**src/sv/grid_maze_dfs_path_finder_defines.svh**
```systemverilog
// Assertion macros shared by the maze search RTL.
// All macros sample on clk and are disabled while arst_n is low.
`ifndef GRID_MAZE_DFS_PATH_FINDER_DEFINES_SVH
`define GRID_MAZE_DFS_PATH_FINDER_DEFINES_SVH

// Condition must hold at every edge
`define GMDFS_ASSERT_NOW(label, cond, msg) \
	label: assert property (@(posedge clk) disable iff (!arst_n) (cond)) else $error(msg);

// Antecedent implies consequent in the same cycle
`define GMDFS_ASSERT_IMPLY(label, ante, cons, msg) \
	label: assert property (@(posedge clk) disable iff (!arst_n) (ante) |-> (cons)) else $error(msg);

// Antecedent implies consequent in the next cycle
`define GMDFS_ASSERT_NEXT(label, ante, cons, msg) \
	label: assert property (@(posedge clk) disable iff (!arst_n) (ante) |=> (cons)) else $error(msg);

`endif

```
**src/sv/gmdfs_pkg.sv**
```systemverilog
`timescale 1ns / 1ps

package gmdfs_pkg;

	// Grid geometry; cells are indexed as row*8 + col
	localparam int GRID_ROWS  = 8;
	localparam int GRID_COLS  = 8;
	localparam int CELL_SLOTS = 64;
	localparam int IDX_W      = 6;
	localparam int SP_W       = 7;

	// Command codes
	localparam logic CMD_LOAD = 1'b0;
	localparam logic CMD_RUN  = 1'b1;

	typedef logic [IDX_W-1:0] cell_idx_t;

	// Search sequencer
	typedef enum logic [2:0] {
		ST_IDLE,
		ST_POP,
		ST_TEST,
		ST_EXPAND,
		ST_MISS,
		ST_EMIT,
		ST_PREV
	} state_t;

	// Neighbour visiting order
	typedef enum logic [1:0] {
		DIR_RIGHT,
		DIR_DOWN,
		DIR_LEFT,
		DIR_UP
	} dir_t;

	// Neighbour unit result
	typedef struct packed {
		logic      inb;
		cell_idx_t idx;
	} neigh_t;

endpackage

```
**src/sv/gmdfs_neigh.sv**
```systemverilog
`timescale 1ns / 1ps

// Neighbour address unit: one direction per cycle, with a grid bounds check.
module gmdfs_neigh import gmdfs_pkg::*; (
	input  cell_idx_t cur,
	input  dir_t      dir,
	output neigh_t    nb
);

	logic [2:0] row;
	logic [2:0] col;
	logic [3:0] row_nx;
	logic [3:0] col_nx;

	assign row    = cur[5:3];
	assign col    = cur[2:0];
	assign row_nx = {1'b0, row} + 4'd1;
	assign col_nx = {1'b0, col} + 4'd1;

	always_comb begin
		nb.inb = 1'b0;
		nb.idx = cur;
		case (dir)
			DIR_RIGHT: begin
				nb.inb = col_nx < 4'(GRID_COLS);
				nb.idx = {row, col_nx[2:0]};
			end
			DIR_DOWN: begin
				nb.inb = row_nx < 4'(GRID_ROWS);
				nb.idx = {row_nx[2:0], col};
			end
			DIR_LEFT: begin
				nb.inb = col != 3'd0;
				nb.idx = {row, col - 3'd1};
			end
			DIR_UP: begin
				nb.inb = row != 3'd0;
				nb.idx = {row - 3'd1, col};
			end
			default: begin
				nb.inb = 1'b0;
				nb.idx = cur;
			end
		endcase
	end

endmodule

```
**src/sv/grid_maze_dfs_path_finder.sv**
```systemverilog
// Depth-first maze search over an 8 x 8 grid of open and wall cells. A load
// transaction (cmd 0) writes one wall bit; loads outside the grid are dropped.
// A run transaction (cmd 1) searches from (0,0) to the bottom-right cell with
// a 64-entry cell stack and then returns the path goal first, one result per
// cell, with last set on the start cell; if the goal is not reached, a single
// result with found 0 and last 1 is returned. The block stalls new
// transactions from the run until the final result is taken. Run steps: the
// accepting cycle seeds the stack; each expanded cell then takes a stack pop,
// a top-of-stack check and one neighbour direction per cycle through the
// shared neighbour unit; the goal is popped by a stack pop and a check, and
// an empty stack is caught by the pop step before the single miss result.
// Each path cell is then shown until it is taken, with a predecessor memory
// read between cells. The wall map is cleared by reset; the visited map is
// cleared at the start of each run.
`timescale 1ns / 1ps

`include "grid_maze_dfs_path_finder_defines.svh"

module grid_maze_dfs_path_finder import gmdfs_pkg::*; (
	input  logic       clk,
	input  logic       arst_n,
	input  logic       item_valid,
	output logic       item_stall,
	input  logic       cmd,
	input  logic [2:0] cell_row,
	input  logic [2:0] cell_col,
	input  logic       blocked,
	output logic       result_valid,
	input  logic       result_stall,
	output logic       found,
	output logic [2:0] path_row,
	output logic [2:0] path_col,
	output logic       last
);

	state_t state_q, state_nx;
	dir_t   dir_q;

	logic [CELL_SLOTS-1:0] wall_q;
	logic [CELL_SLOTS-1:0] visited_q;
	logic [SP_W-1:0]       sp_q;
	cell_idx_t             cur_q;

	cell_idx_t stack_mem_q [CELL_SLOTS];
	cell_idx_t prev_mem_q  [CELL_SLOTS];
	cell_idx_t stk_rd_q;
	cell_idx_t prev_rd_q;

	neigh_t nb;
	logic   item_acc;
	logic   result_acc;
	logic   load_ok;
	logic   enter;
	logic   at_goal;
	logic   at_start;

	cell_idx_t stk_raddr;
	logic      stk_re;

	gmdfs_neigh u_neigh (
		.cur (cur_q),
		.dir (dir_q),
		.nb  (nb)
	);

	assign item_acc   = item_valid && !item_stall;
	assign result_acc = result_valid && !result_stall;
	assign load_ok    = ({1'b0, cell_row} < 4'(GRID_ROWS)) &&
		({1'b0, cell_col} < 4'(GRID_COLS));
	assign enter      = nb.inb && !wall_q[nb.idx] && !visited_q[nb.idx];
	assign at_goal    = ({1'b0, stk_rd_q[5:3]} == 4'(GRID_ROWS - 1)) &&
		({1'b0, stk_rd_q[2:0]} == 4'(GRID_COLS - 1));
	assign at_start   = cur_q == '0;
	assign stk_raddr  = 6'(sp_q - 7'd1);
	assign stk_re     = (state_q == ST_POP) && (sp_q != '0);

	// Next state
	always_comb begin
		state_nx = state_q;
		case (state_q)
			ST_IDLE: begin
				if (item_acc && cmd == CMD_RUN) state_nx = ST_POP;
			end
			ST_POP: begin
				state_nx = (sp_q == '0) ? ST_MISS : ST_TEST;
			end
			ST_TEST: begin
				state_nx = at_goal ? ST_EMIT : ST_EXPAND;
			end
			ST_EXPAND: begin
				if (dir_q == DIR_UP) state_nx = ST_POP;
			end
			ST_MISS: begin
				if (result_acc) state_nx = ST_IDLE;
			end
			ST_EMIT: begin
				if (result_acc) state_nx = at_start ? ST_IDLE : ST_PREV;
			end
			ST_PREV: begin
				state_nx = ST_EMIT;
			end
			default: begin
				state_nx = ST_IDLE;
			end
		endcase
	end

	// Outputs
	always_comb begin
		item_stall   = state_q != ST_IDLE;
		result_valid = 1'b0;
		found        = 1'b0;
		path_row     = 3'd0;
		path_col     = 3'd0;
		last         = 1'b0;
		case (state_q)
			ST_MISS: begin
				result_valid = 1'b1;
				last         = 1'b1;
			end
			ST_EMIT: begin
				result_valid = 1'b1;
				found        = 1'b1;
				path_row     = cur_q[5:3];
				path_col     = cur_q[2:0];
				last         = at_start;
			end
			default: begin
				result_valid = 1'b0;
			end
		endcase
	end

	// Control registers
	always_ff @(posedge clk or negedge arst_n) begin
		if (!arst_n) begin
			state_q   <= ST_IDLE;
			dir_q     <= DIR_RIGHT;
			sp_q      <= '0;
			wall_q    <= '0;
			visited_q <= '0;
		end else begin
			state_q <= state_nx;
			case (state_q)
				ST_IDLE: begin
					if (item_acc && cmd == CMD_LOAD && load_ok)
						wall_q[{cell_row, cell_col}] <= blocked;
					if (item_acc && cmd == CMD_RUN) begin
						visited_q <= CELL_SLOTS'(1);
						sp_q      <= 7'd1;
					end
				end
				ST_POP: begin
					if (sp_q != '0) sp_q <= sp_q - 7'd1;
				end
				ST_TEST: begin
					dir_q <= DIR_RIGHT;
				end
				ST_EXPAND: begin
					dir_q <= dir_t'(dir_q + 2'd1);
					if (enter) begin
						visited_q[nb.idx] <= 1'b1;
						if (sp_q < 7'(CELL_SLOTS)) sp_q <= sp_q + 7'd1;
					end
				end
				default: begin
					dir_q <= dir_q;
				end
			endcase
		end
	end

	// Current cell
	always_ff @(posedge clk) begin
		if (state_q == ST_TEST) cur_q <= stk_rd_q;
		else if (state_q == ST_PREV) cur_q <= prev_rd_q;
	end

	// Cell stack memory
	always_ff @(posedge clk) begin
		if (state_q == ST_IDLE && item_acc && cmd == CMD_RUN)
			stack_mem_q[0] <= '0;
		else if (state_q == ST_EXPAND && enter && sp_q < 7'(CELL_SLOTS))
			stack_mem_q[sp_q[5:0]] <= nb.idx;
		if (stk_re) stk_rd_q <= stack_mem_q[stk_raddr];
	end

	// Predecessor memory
	always_ff @(posedge clk) begin
		if (state_q == ST_EXPAND && enter) prev_mem_q[nb.idx] <= cur_q;
		if (state_q == ST_EMIT && result_acc) prev_rd_q <= prev_mem_q[cur_q];
	end

	`GMDFS_ASSERT_NOW(a_result_blocks_items, !result_valid || item_stall, "item accepted during result")
	`GMDFS_ASSERT_NOW(a_stack_bound, sp_q <= 7'(CELL_SLOTS), "stack pointer past depth")
	`GMDFS_ASSERT_IMPLY(a_path_ends_at_start, result_valid && found && last, path_row == 3'd0 && path_col == 3'd0, "path did not end at start")
	`GMDFS_ASSERT_NEXT(a_done_goes_idle, result_valid && !result_stall && last, !item_stall && !result_valid, "no return to idle after final result")

endmodule

```
**config.mk**
```make
export PLATFORM = sky130hd
export DESIGN_NAME = grid_maze_dfs_path_finder
export DESIGN_NICKNAME = d
export VERILOG_FILES = /design/src/sv/gmdfs_pkg.sv /design/src/sv/gmdfs_neigh.sv /design/src/sv/grid_maze_dfs_path_finder.sv
export VERILOG_INCLUDE_DIRS = /design/src /design/src/sv
export SDC_FILE = /design/constraint.sdc
export NUM_CORES = 1
export LEC_CHECK = 0
export ABC_AREA = 0
export BUFFER_PORTS_ARGS = -buffer_cell sky130_fd_sc_hd__clkbuf_2
export CORE_MARGIN = 2
export CORE_UTILIZATION = 50
export CTS_CLUSTER_DIAMETER = 200
export DETAILED_ROUTE_END_ITERATION = 10
export GPL_TIMING_DRIVEN = 0
export PLACE_DENSITY = 0.71
export SLEW_MARGIN = 30
export SYNTH_ARGS = -nofsm -noshare
export SYNTH_HDL_FRONTEND = slang
export SYNTH_SLANG_ARGS = --single-unit
```
**constraint.sdc**
```tcl
create_clock -name clk -period 7.48 [get_ports clk]
set_input_delay 0.748 -clock clk [delete_from_list [all_inputs] [get_ports clk]]
set_output_delay 0.748 -clock clk [all_outputs]
set_load 0.02 [all_outputs]
```
# Word-level counts from Yosys, hierarchy flattened
# Memory sizes are Yosys's and may differ from the RTL's. A register that Yosys moved wholly into a read port is not among the register bits.
# Cells that the tools add are included.
[op_classes]
n_eq_ne = 18
muxes = 44
addsub = 7
reduce_logical = 37
n_bitwise = 2
order_cmp = 7
[op_table]
columns = ["cell", "count"]
rows = [
  ["64-bit 2-to-1 mux", 2],
  ["64-bit case mux with 2 select lines", 1],
  ["64-bit bitwise mux", 1],
  ["64-bit OR", 1],
  ["7-bit 2-to-1 mux", 4],
  ["7-bit case mux with 4 select lines", 1],
  ["3-bit 2-to-1 mux", 9],
  ["6-bit 2-to-1 mux", 4],
  ["3-bit case mux with 7 select lines", 1],
  ["7-bit case mux with 3 select lines", 1],
  ["3-bit == test (second input constant)", 5],
  ["1-bit logical AND", 15],
  ["6-bit by 7-bit < comparator with 1-bit output (second input constant)", 2],
  ["1-bit 2-to-1 mux", 14],
  ["1-bit binary-select mux with 6-bit select", 2],
  ["1-bit demux with 6-bit select", 2],
  ["6-bit by 1-bit >= comparator with 1-bit output (second input constant)", 2],
  ["2-bit inequality test (second input constant)", 6],
  ["3-bit nonzero test", 4],
  ["3-bit by 1-bit adder with 4-bit output (second input constant)", 2],
  ["4-bit < comparator (second input constant)", 2],
  ["7-bit by 1-bit adder with 7-bit output (second input constant)", 1],
  ["7-bit zero test", 1],
  ["7-bit < comparator (second input constant)", 1],
  ["23 further kinds", 31],
]
[word_totals]
output_inout_bits = 10
mem_count = 2
ff_bits = 146
in_bits = 12
ram_bits = 768
[mem_list]
columns = ["name", "words", "width", "rd", "rd_clocked_by_memory_dff", "wr", "line_no", "rtl"]
rows = [
  ["prev_mem_q", 64, 6, 1, 1, 1, "grid_maze_dfs_path_finder.sv:45", "cell_idx_t prev_mem_q [CELL_SLOTS];"],
  ["stack_mem_q", 64, 6, 1, 1, 1, "grid_maze_dfs_path_finder.sv:44", "cell_idx_t stack_mem_q [CELL_SLOTS];"],
]

# Depth between registers and ports, before layout
[logic_depth]
word_depth = 15
ltp_mapped = 18

# By module
# Synthesis repeated with hierarchy kept, for this count alone.
[unflattened]
cells_unflattened = 2194
area_unflattened_um2 = 38580.8
[modules_own_cells]
columns = ["mod", "area_each_um2", "instances", "seq_area_each_um2", "cells_each"]
rows = [
  ["grid_maze_dfs_path_finder", 38321.8, 1, 27106.0, 2159],
  ["gmdfs_neigh", 259.0, 1, 0.0, 35],
]

# Worst setup path after synthesis
# No wires, ideal clock.
[synth_timing]
path_kind = "register to register"
startpoint = "register cur_q[0]"
endpoint = "memory stack_mem_q[0][0] (netlist name), data pin"
arrival_time_ns = 7.607
path_stages_with_launch = 18
path_slack_ns = -0.808
period_less_slack_ns = 8.288
n_path_buf = 7
cell_sequence = "edfxtp_1 -> buf_4 -> buf_2 -> buf_2 -> clkbuf_1 -> inv_1 -> ha_1 -> nor2b_1 -> o31ai_4 -> buf_4 -> mux4_2 -> mux2i_1 -> o32ai_1 -> nor4b_4 -> nand4_4 -> buf_2 -> buf_2 -> nor3_1"
[synth_via]
elab_chain_cells = 14
word_cells_on_any_way = 20
classes_between = "2 x add/sub; 1 x order compare; 9 x mux; 8 x reduce/logical"
[synth_rtl]
columns = ["item", "line_no", "rtl"]
rows = [
  ["start, declared", "grid_maze_dfs_path_finder.sv:42", "cell_idx_t cur_q;"],
  ["start signal, assigned", "grid_maze_dfs_path_finder.sv:175", "if (state_q == ST_TEST) cur_q <= stk_rd_q;"],
  ["start signal, assigned", "grid_maze_dfs_path_finder.sv:176", "else if (state_q == ST_PREV) cur_q <= prev_rd_q;"],
  ["3-bit by 1-bit subtractor with 3-bit output / 3-bit by 1-bit adder with 4-bit output (equally long branches)", "gmdfs_neigh.sv:34, gmdfs_neigh.sv:18", ""],
  ["7-bit case mux with 4 select lines *", "gmdfs_neigh.sv:23", "case (dir)"],
  ["1-bit binary-select mux with 6-bit select", "grid_maze_dfs_path_finder.sv:70", "assign enter = nb.inb && !wall_q[nb.idx] && !visited_q[nb.idx];"],
  ["1-bit 2-to-1 mux (implied by the code)", "grid_maze_dfs_path_finder.sv:70", ""],
  ["1-bit zero test", "grid_maze_dfs_path_finder.sv:70", ""],
  ["1-bit logical AND (2 in a row)", "grid_maze_dfs_path_finder.sv:70", ""],
  ["1-bit logical AND (2 in a row)", "grid_maze_dfs_path_finder.sv:183", "else if (state_q == ST_EXPAND && enter && sp_q < 7'(CELL_SLOTS))"],
  ["1-bit 2-to-1 mux", "grid_maze_dfs_path_finder.sv:183", ""],
  ["1-bit 2-to-1 mux", "grid_maze_dfs_path_finder.sv:181", "if (state_q == ST_IDLE && item_acc && cmd == CMD_RUN)"],
  ["1-bit 2-to-1 mux (implied by the code)", "grid_maze_dfs_path_finder.sv:184", "stack_mem_q[sp_q[5:0]] <= nb.idx;"],
  ["6-bit OR reduction (no source line)", "--", ""],
  ["6-bit 2-to-1 mux (no source line) *", "--", ""],
  ["end, declared", "grid_maze_dfs_path_finder.sv:44", ""],
]
# Mark *: on every way between the ends. The rest lies on a longest branch, timed or not. The select of a mux whose other input is x is not followed.

# Worst setup path in the final report
[layout_timing]
startpoint = "register cur_q[1]"
endpoint = "memory stack_mem_q[24][1] (netlist name), data pin"
# The elaborated chain is that of the path after synthesis.

==> metrics.md <==
| Metric | Value |
|---|---|
| Status | completed |
| Vias in the first global route | 21947 |
| Synthesis-to-layout area growth | 15.2% |
| Residual DRC | 0 |
| DRT iter0 DRCs | 2852 |
| GR Util All Layers | 24.3% |
| Clock sink total | 926 |
| Mapped Cells | 2131 |
| # hold bufs at CTS | 0 |
| Routed wire length | 94.9 mm |
| Vert. Die Dim | 281 um |
| Postcts setup bufs | 0 |
| Hold Fails Final Rpt | 0 |
| Dpl hpwl | 65.7 mm |
| Area contributors post-synth | edfxtp_1, mux4_2, dfrtp_1 |
| Crit path to | stack_mem_q[24][1]$_DFFE_PP_ |
| Number of CTS-inserted buffers | 94 |
| Hold slack | 0.0633 ns |
| CP Max Fanout | 23 |
| Max stage delay on crit path | 0.63 ns |
| CP arrival | 7.67 ns |
| P per Cell Area | 331 nW/um^2 |
| Syn Nets | 2155 |
| Levels on crit path | 19 |
| Fin cells | 3360 |
| Slew margin rel. | 30.2% |
| Antenna Nets Post-Route | 0 |
| Core box area | 75800 um^2 |
| Maxcap violations | 0 |
| Most frequent cell after synthesis | edfxtp_1 |
| Element type at the critical path end | flop |
| Antenna diodes | 0 |
| Sequential area share after synthesis | 70.8% |
| GPL Wtd Cong | 0.957 |
| First-pass GRT wire length | 142 mm |
| Ys Warns | 0 |
| Reg2Reg Setup Slack | 0.34 ns |
| Tightest Pin Transition | 1.04 ns |
| CP max stage cell | clkbuf_1 |
| # H-tree levels | 3 |
| Initial core utilization | 50.5% |
| Worst VDD drop | 0.212 mV |
| Inst Count DP | 3193 |
| Synth cell count leaders | edfxtp_1, mux4_2, nand2_1 |
| CP bufs+invs | 10 |
| #FFs+latches synth | 926 |
| FF-to-FF path depth | 19 |
| DIE AREA | 78800 um^2 |
| Row count | 101 |
| Dominant synthesized flop cell | edfxtp_1 |
| Antenna violations before repair | 1 |
| Fin crit period | 7.14 ns |
| CP Data Required Time | 8.00 ns |
| CP Launch Type | flop |
| Top delay family on crit path | buffers and inverters |
| CP Class | flop to flop |
| Clk_lat worst skew | 0.68 ns |
| Drt pass-1 iters | 7 |
| Yosys top cell by area | edfxtp_1 |
| Clock root buffer master | clkbuf_16 |
| Gr ovfl total | 0 |
| Via density | 6.50 |
| Layout cells sized above 1 | 31.1% |
| EDFF count, synth | 786 |
| Mapped cell area | 38300 um^2 |
| Post-synth top area share | 61.6% |
| # IOs | 22 |
| Count of final max-slew check failures | 0 |
| Die width | 281 um |
| Clk slew on worst S/H paths | 0.07 ns |
| Crit. Startpoint | cur_q[1]$_DFFE_PP_ |
| Power, Total | 14.6 mW |
| Worst Hold Class | input pin to async pin |
| Worst R2R End | stack_mem_q[24][1]$_DFFE_PP_ |
| Setup TNS Final | 0 ns |
| Max Freq | 0.140 GHz |
| Final setup vio count | 0 |
| Vias post-DR | 21829 |
| Drt wl/cell | 28.2 um |
| Number of buffers added on ports | 17 |
| P_leak | 14.3 nW |
| Final cycle utilization of the critical path | 95.5% |
| Clock Path Buffers | 3 |
| Layout Nets | 2334 |
| Synthesized area per cell | 18.0 um^2 |
| Fraction of registers with async set/reset | 15.1% |
| Pin count of the biggest net entering global routing | 74 |
| Clock Skew | 0.0571 ns |
| TritonCTS clock tree | built |
| FF-to-FF Start | cur_q[1]$_DFFE_PP_ |
| RSZ-0062 raised after global routing | no |
| Crit path cell chain | buf_8 > buf_2 > clkbuf_1 > inv_1 > ha_1 > nor2b_1 > o31a_1 > clkbuf_2 > mux4_2 > mux2i_1 > nand2_1 > o2111ai_1 > nand4_4 > buf_2 > buf_2 > nor3_2 > buf_4 > buf_4 > buf_4 |
| Yosys cell types | 65 |
repair_timing:
item / 4_1_cts / 5_1_grt
resized for setup: 1 / 4
cloned: 0 / 0
setup endpoints to repair: 1115 / 124
state kept, by name (all words and copies together), names as in the netlist:
name         count
cur_q            6
state_q          3
stack_mem_q    384
wall_q          64
prev_rd_q        6
prev_mem_q     384
visited_q       64
dir_q            2
sp_q             7
stk_rd_q         6
worst reg2reg max path: stages, from the launching register on:
cell       delay [ns]
edfxtp_1         0.37
buf_8            0.19
buf_2            0.49
clkbuf_1         0.64
inv_1            0.33
ha_1             0.38
nor2b_1          0.27
o31a_1           0.44
clkbuf_2         0.34
mux4_2           0.34
mux2i_1          0.44
nand2_1          0.13
o2111ai_1        0.35
nand4_4          0.29
buf_2            0.37
buf_2            0.30
nor3_2           0.61
buf_4            0.32
buf_4            0.20
buf_4            0.19
worst min-delay path by stage:
stage	from	slack (ns)	to	depth (start not counted)
2_1_floorplan	visited_q[63]$_DFFE_PN0P_	0.44	visited_q[63]$_DFFE_PN0P_	2
3_3_place_gp	visited_q[45]$_DFFE_PN0P_	0.45	visited_q[45]$_DFFE_PN0P_	2
3_5_place_dp	visited_q[25]$_DFFE_PN0P_	0.46	visited_q[25]$_DFFE_PN0P_	2
4_1_cts	arst_n	0.07	wall_q[1]$_DFFE_PN0P_	1
5_1_grt	arst_n	0.10	wall_q[8]$_DFFE_PN0P_	1
6_report	arst_n	0.06	wall_q[1]$_DFFE_PN0P_	1
per-layer routing:
| metal | up-vias | track usage [%] | routed length, um |
|---|---|---|---|
| li1 | 8959 | - | - |
| met1 | 11426 | 34.6 | 38700 |
| met2 | 1205 | 38.4 | 45000 |
| met3 | 239 | 4.53 | 7960 |
| met4 | 0 | 8.14 | 3260 |
| met5 | - | 0 | 0 |
area by class of cell:
cell class	instances	area, um^2
Clock buffer	110	2480
Buffer	154	664
Multi-Input combinational cell	1032	11200
Tap cell	978	1220
Sequential cell	926	27100
Inverter	17	63.8
Clock inverter	58	662
Timing Repair Buffer	85	714
Fill cell	5500	31700
metrics by stage:
stage / utilization (%) / setup slack (ns) / cell area [um^2]
2_1_floorplan: - / -0.808 / 38300
3_3_place_gp: 52.2 / -6.39 / 39600
3_5_place_dp: 53.7 / -0.801 / 40700
4_1_cts: 57.8 / 0.0596 / 43900
5_1_grt: 58.2 / 0.0858 / 44100
6_report: 58.2 / 0.337 / 44100
logic make-up after synthesis:
logic type	share of synthesized area [%]
AND/OR/NAND/NOR	6.15
XOR/XNOR	0.203
buffers and inverters	1.83
flip-flops	70.8
multiplexers	17.5
AO/OA/AOI/OAI	3.13
adder cells (fa/ha/maj)	0.392
power by group:
part | switching, mW | total (mW) | internal, mW
registers | 0.0961 | 5.92 | 5.83
logic | 2.53 | 3.91 | 1.38
clock network | 2.03 | 4.76 | 2.74
placed cells by master, fill, tap and decap left out, types with 62 or more instances in the layout:
cell type and n:
mux4_2 241, o31ai_1 64, dfrtp_1 140, nor4_2 62, edfxtp_1 786, nor2_1 79, nand2_1 168, clkbuf_1 99
clkbuf_16 96, mux2_2 75
No activity file was read; power rests on OpenSTA's default activity.
